==> config.mk <==
export PLATFORM = sky130hd
export DESIGN_NAME = rrt_front
export DESIGN_NICKNAME = d
export VERILOG_FILES = /design/src/design/rrt_pkg.sv /design/src/design/rrt_front.sv
export SDC_FILE = /design/constraint.sdc
export NUM_CORES = 1
export LEC_CHECK = 0
export BUFFER_PORTS_ARGS = -buffer_cell sky130_fd_sc_hd__buf_2
export CORE_MARGIN = 2
export CORE_UTILIZATION = 35
export DETAILED_ROUTE_END_ITERATION = 10
export GPL_ROUTABILITY_DRIVEN = 0
export SLEW_MARGIN = 15
export SYNTH_ARGS = -nofsm -noshare
export SYNTH_HDL_FRONTEND = slang
export SYNTH_SLANG_ARGS = --single-unit
==> constraint.sdc <==
create_clock -name clk_i -period 5.5 [get_ports clk_i]
set_input_delay 0.825 -clock clk_i [delete_from_list [all_inputs] [get_ports clk_i]]
set_output_delay 0.825 -clock clk_i [all_outputs]
set_load 0.05 [all_outputs]
==> src/design/rrt_pkg.sv <==
// rrt_pkg.sv: types and codes shared by the request reassembly tracker
`timescale 1ns / 1ps
package rrt_pkg;

  localparam int unsigned KeyW = 40;
  localparam int unsigned PktW = 17;
  localparam logic [PktW-1:0] PktMax = '1;

  typedef enum logic [1:0] {
    OP_PKT   = 2'd0,
    OP_REPLY = 2'd1,
    OP_SWEEP = 2'd2,
    OP_NONE  = 2'd3
  } op_e;

  typedef enum logic [1:0] {
    ST_OK      = 2'd0,
    ST_FULL    = 2'd1,
    ST_DUP     = 2'd2,
    ST_UNKNOWN = 2'd3
  } status_e;

  typedef struct packed {
    logic [1:0]  opcode;
    logic [15:0] node_addr;
    logic [7:0]  client_thread;
    logic [15:0] req_id;
    logic        is_first;
    logic [15:0] packet_index;
    logic [15:0] payload_bytes;
  } in_t;

  typedef struct packed {
    logic        deliver;
    logic [15:0] out_node_addr;
    logic [7:0]  out_client_thread;
    logic [15:0] out_req_id;
    logic [31:0] total_bytes;
    logic [6:0]  freed_count;
    logic [1:0]  status;
  } out_t;

  typedef struct packed {
    op_e             kind;
    logic [KeyW-1:0] key;
    logic            is_first;
    logic [PktW-1:0] expected;
    logic [15:0]     payload_bytes;
  } cmd_t;

  typedef struct packed {
    logic            valid;
    logic [KeyW-1:0] key;
    logic            known;
    logic [PktW-1:0] expected;
    logic [PktW-1:0] received;
    logic [31:0]     bytes;
    logic            reply;
    logic            aged;
  } rec_t;

endpackage

==> src/design/rrt_front.sv <==
// rrt_front.sv: input acceptance, command decode and a two-deep command queue
`timescale 1ns / 1ps
module rrt_front (
  input  logic          clk_i,
  input  logic          rst_ni,
  input  logic          push_i,
  input  rrt_pkg::in_t  in_i,
  input  logic          hold_i,
  output logic          full_o,
  output logic          cmd_valid_o,
  output rrt_pkg::cmd_t cmd_o,
  input  logic          cmd_take_i
);
  import rrt_pkg::*;

  cmd_t       q_mem [2];
  logic       wptr_q, wptr_d, rptr_q, rptr_d;
  logic [1:0] cnt_q, cnt_d;
  cmd_t       cmd_new;
  logic       wr, rd;

  always_comb begin
    cmd_new.kind          = op_e'(in_i.opcode);
    cmd_new.key           = {in_i.node_addr, in_i.client_thread, in_i.req_id};
    cmd_new.is_first      = in_i.is_first;
    cmd_new.expected      = {1'b0, in_i.packet_index} + PktW'(1);
    cmd_new.payload_bytes = in_i.payload_bytes;
  end

  assign full_o      = hold_i || (cnt_q == 2'd2);
  assign wr          = push_i && !full_o;
  assign cmd_valid_o = (cnt_q != 2'd0);
  assign rd          = cmd_take_i && cmd_valid_o;
  assign cmd_o       = q_mem[rptr_q];

  always_comb begin
    wptr_d = wr ? ~wptr_q : wptr_q;
    rptr_d = rd ? ~rptr_q : rptr_q;
    cnt_d  = cnt_q + {1'b0, wr} - {1'b0, rd};
  end

  always_ff @(posedge clk_i) begin
    if (wr) begin
      q_mem[wptr_q] <= cmd_new;
    end
  end

  always_ff @(posedge clk_i or negedge rst_ni) begin
    if (!rst_ni) begin
      wptr_q <= 1'b0;
      rptr_q <= 1'b0;
      cnt_q  <= 2'd0;
    end else begin
      wptr_q <= wptr_d;
      rptr_q <= rptr_d;
      cnt_q  <= cnt_d;
    end
  end

endmodule

==> impl_results.rst <==
.. list-table::
   :header-rows: 1

   * - Metric
     - Value
   * - Result of the run
     - complete, no violations
   * - Cell depth of the worst flop-to-flop path
     - 4
   * - Global-route wire length before repair
     - roughly 17 mm
   * - Flip-flop cell with the highest count after synthesis
     - edfxtp_1
   * - Number of buffers inserted by post-CTS setup repair
     - 0
   * - Power density relative to cell area
     - 560 nW/um^2
   * - Clock-pin slew of the registers on the worst-case setup and hold paths
     - 60 ps
   * - Final setup vio count
     - 0
   * - Overall die area
     - 18200 um^2
   * - Via-to-Cell Ratio
     - approximately 4.5
   * - Sequential cell fraction of total power
     - between 30% and 40%
   * - Area share of the leading cell type in the synthesized netlist
     - 76.0%
   * - Area grow syn2layout
     - 28.0%
   * - Switching power summed over all nets
     - approximately 1.6 mW
   * - Cell taking the most area after synthesis
     - edfxtp_1
   * - Fmax
     - 327 MHz
   * - Shortest clock period the worst path allows after layout
     - ~3000 ps
   * - Count of final max-slew check failures
     - 0
   * - Synth top area cells
     - edfxtp_1 76%, mux2_2 14%, dfrtp_1 1.7%
   * - ANT nets after route
     - 0
   * - RSZ-0062 raised after global routing
     - false
   * - Num ports
     - 158
   * - Type of origin of the critical path
     - flop
   * - Clock share of power
     - roughly 29%
   * - Mean instance size in the synthesized netlist
     - 20.0 um^2
   * - Final setup TNS
     - 0 ps
   * - Count of TritonRoute iterations in the first routing pass
     - 4
   * - Number of distinct library cells after synthesis
     - 23
   * - Largest net degree at the start of global routing
     - 78
   * - Total nets after synthesis
     - roughly 380
   * - Warning count from the yosys run
     - 0
   * - Fraction of power consumed by combinational cells
     - 33.2%
   * - Height of the chip
     - approximately 140 um
   * - Inserted Clock Buffers
     - 17
   * - Final setup skew
     - approximately 4.5 ps
   * - CTS HTree Levels
     - 4
   * - Commonest cells in the netlist
     - 152 x edfxtp_1, 76 x mux2_2, 11 x xor2_1
   * - Critical setup path kind
     - reg2out
   * - Number of vias in the routed layout
     - 3185
   * - IO buf count
     - between 150 and 200
   * - Clock tree from TritonCTS
     - done
   * - Num Clock Sinks
     - 156
   * - Area inside the core boundary
     - 16700 um^2
   * - Leak Pwr
     - between 2 and 3 nW
   * - DRC violation count after routing
     - 0
   * - Final net count
     - between 500 and 600
   * - CTS Hold Buffers Added
     - 0
   * - Post-CTS Resized
     - 0
   * - Initial core utilization
     - 36.0%
   * - Hold violation total from the final report
     - 0
   * - Count of maximum capacitance violations
     - 0
   * - Clock latency of the later-clocked register in the worst-skew pair
     - 410 ps
   * - Initial DRC Count
     - between 100 and 150
   * - Arrival @ worst endpoint
     - between 2000 and 2500 ps
   * - Worst Tran Pin Value
     - between 1000 and 1500 ps
   * - Global-route total usage across every layer
     - between 10% and 20%
   * - Int Power
     - between 2 and 3 mW
   * - Number of placement rows
     - between 40 and 50
   * - Launch point of the worst reg-to-reg path
     - cnt_q[0]
   * - Gate count of the mapped netlist
     - 300
   * - Fraction of layout instances using a drive strength above 1
     - roughly 57%
   * - Required time of the critical path
     - 4680 ps
   * - Root buffer cell
     - clkbuf_16
   * - Number of antenna violations at the first check in global routing
     - 3
   * - Worst hold slack
     - ~210 ps
   * - Sequential cell area fraction in the yosys report
     - between 70% and 80%
   * - HPWL after detailed placement
     - approximately 7.2 mm
   * - Relative slew slack
     - approximately 28%
   * - Die X-Extent
     - roughly 140 um
   * - Hold crit path type
     - in2async
   * - Max IR drop VDD
     - approximately 230 uV
   * - Vias in the first global route
     - 3382
   * - Overflow left after global routing
     - 0
   * - Reg2Reg Capture Point
     - q_mem[1][22]
   * - Period Utilization, post-route
     - between 50% and 60%
   * - Switching share of total power
     - about 37%
   * - Critical Path Sink Type
     - output port
   * - Library cell with the highest instance count after synthesis
     - edfxtp_1
   * - Clk buf depth
     - 2
   * - Total wirelength of the detailed-routed design
     - ~11 mm
   * - Max Fanout on Critical Path
     - 77
   * - Post-synthesis register bit count
     - roughly 160
   * - Setup slack of the worst register-to-register path
     - between 3000 and 4000 ps
   * - WL/cell
     - around 16 um
   * - Post-synth ARST share
     - ~2.6%
   * - Number of synthesized flops with an enable pin
     - between 150 and 200
   * - Synthesized cell area
     - 6010 um^2
## per-layer routing
metal	routed length, um	track usage [%]
met5	0	0
met1	4590	14.6
met2	5410	20.3
met4	294	6.42
met3	1020	6.12
## metrics by stage
| stage | std cells | util, % | cell area, um^2 | worst slack, ps | power [mW] |
|---|---|---|---|---|---|
| 6_report | 704 | 46.0 | 7690 | 2440 | 4.31 |
| 5_1_grt | 703 | 46.0 | 7690 | 2320 | 4.49 |
| 4_1_cts | 702 | 46.0 | 7680 | 2390 | 4.37 |
| 3_5_place_dp | 670 | 42.2 | 7050 | 2810 | 3.11 |
| 3_3_place_gp | 670 | 42.2 | 7050 | 2850 | 3.10 |
| 2_1_floorplan | 300 | - | 6010 | 659 | 2.80 |
## worst max-delay path: stages (launching register included)
cell and delay (ps):
dfrtp_4 1130, mux2_2 430, buf_2 210
## area by class of cell
class | count | area (um^2)
antenna | 2 | 5.00
clock buffer | 20 | 437
clock inverter | 12 | 195
fill | 1510 | 9010
inverter | 8 | 30.0
multi-input combinational | 127 | 1280
sequential | 156 | 4670
tap | 220 | 275
timing repair buffer | 159 | 801
## worst max path at each step
stage                start            to  slack (ps)  cells past startpoint
detailed placement  hold_i  q_mem[0][42]        2810                      4
finish              rptr_q     cmd_o[31]        2440                      2
global placement    hold_i  q_mem[1][42]        2850                      4
global route        rptr_q     cmd_o[49]        2320                      2
floorplan           hold_i   q_mem[0][0]         660                      2
CTS                 rptr_q     cmd_o[45]        2390                      2
## logic make-up after synthesis
kind of cell,share of synthesized area [%]
compound gates,0.271
xor+xnor,2.62
fa+ha+maj,0.625
buf+inv,1.35
flops,77.6
mux,14.2
simple gates,3.27
## layout by cell type, fill, tap and decap left out, drive strengths merged
| cell type | count |
|---|---|
| and3 | 1 |
| or2 | 1 |
| nor3 | 4 |
| edfxtp | 152 |
| nor2 | 7 |
| nand2 | 3 |
| dfrtp | 4 |
| inv | 8 |
| buf | 159 |
| clkbuf | 20 |
| and2 | 1 |
| nor4 | 3 |
| ha | 3 |
| xor2 | 11 |
| xnor2 | 7 |
| a21o | 1 |
| clkinv | 3 |
| nand3 | 5 |
| a211o | 1 |
| nand4 | 3 |
| diode | 2 |
| bufinv | 5 |
| clkinvlp | 4 |
| mux2 | 76 |
## flip-flops by register name, indices dropped and copies added, names as in the netlist
| signal | count |
|---|---|
| q_mem | 152 |
| cnt_q | 2 |
| rptr_q | 1 |
| wptr_q | 1 |
## power by group through the flow
stage	clock, mW	combinational, mW	sequential [mW]
2_1_floorplan	0	1.25	1.55
3_3_place_gp	0	1.44	1.66
3_5_place_dp	0	1.44	1.67
4_1_cts	1.28	1.45	1.64
5_1_grt	1.32	1.50	1.66
6_report	1.24	1.43	1.64
Note: power is estimated with default switching activity, not from simulation.
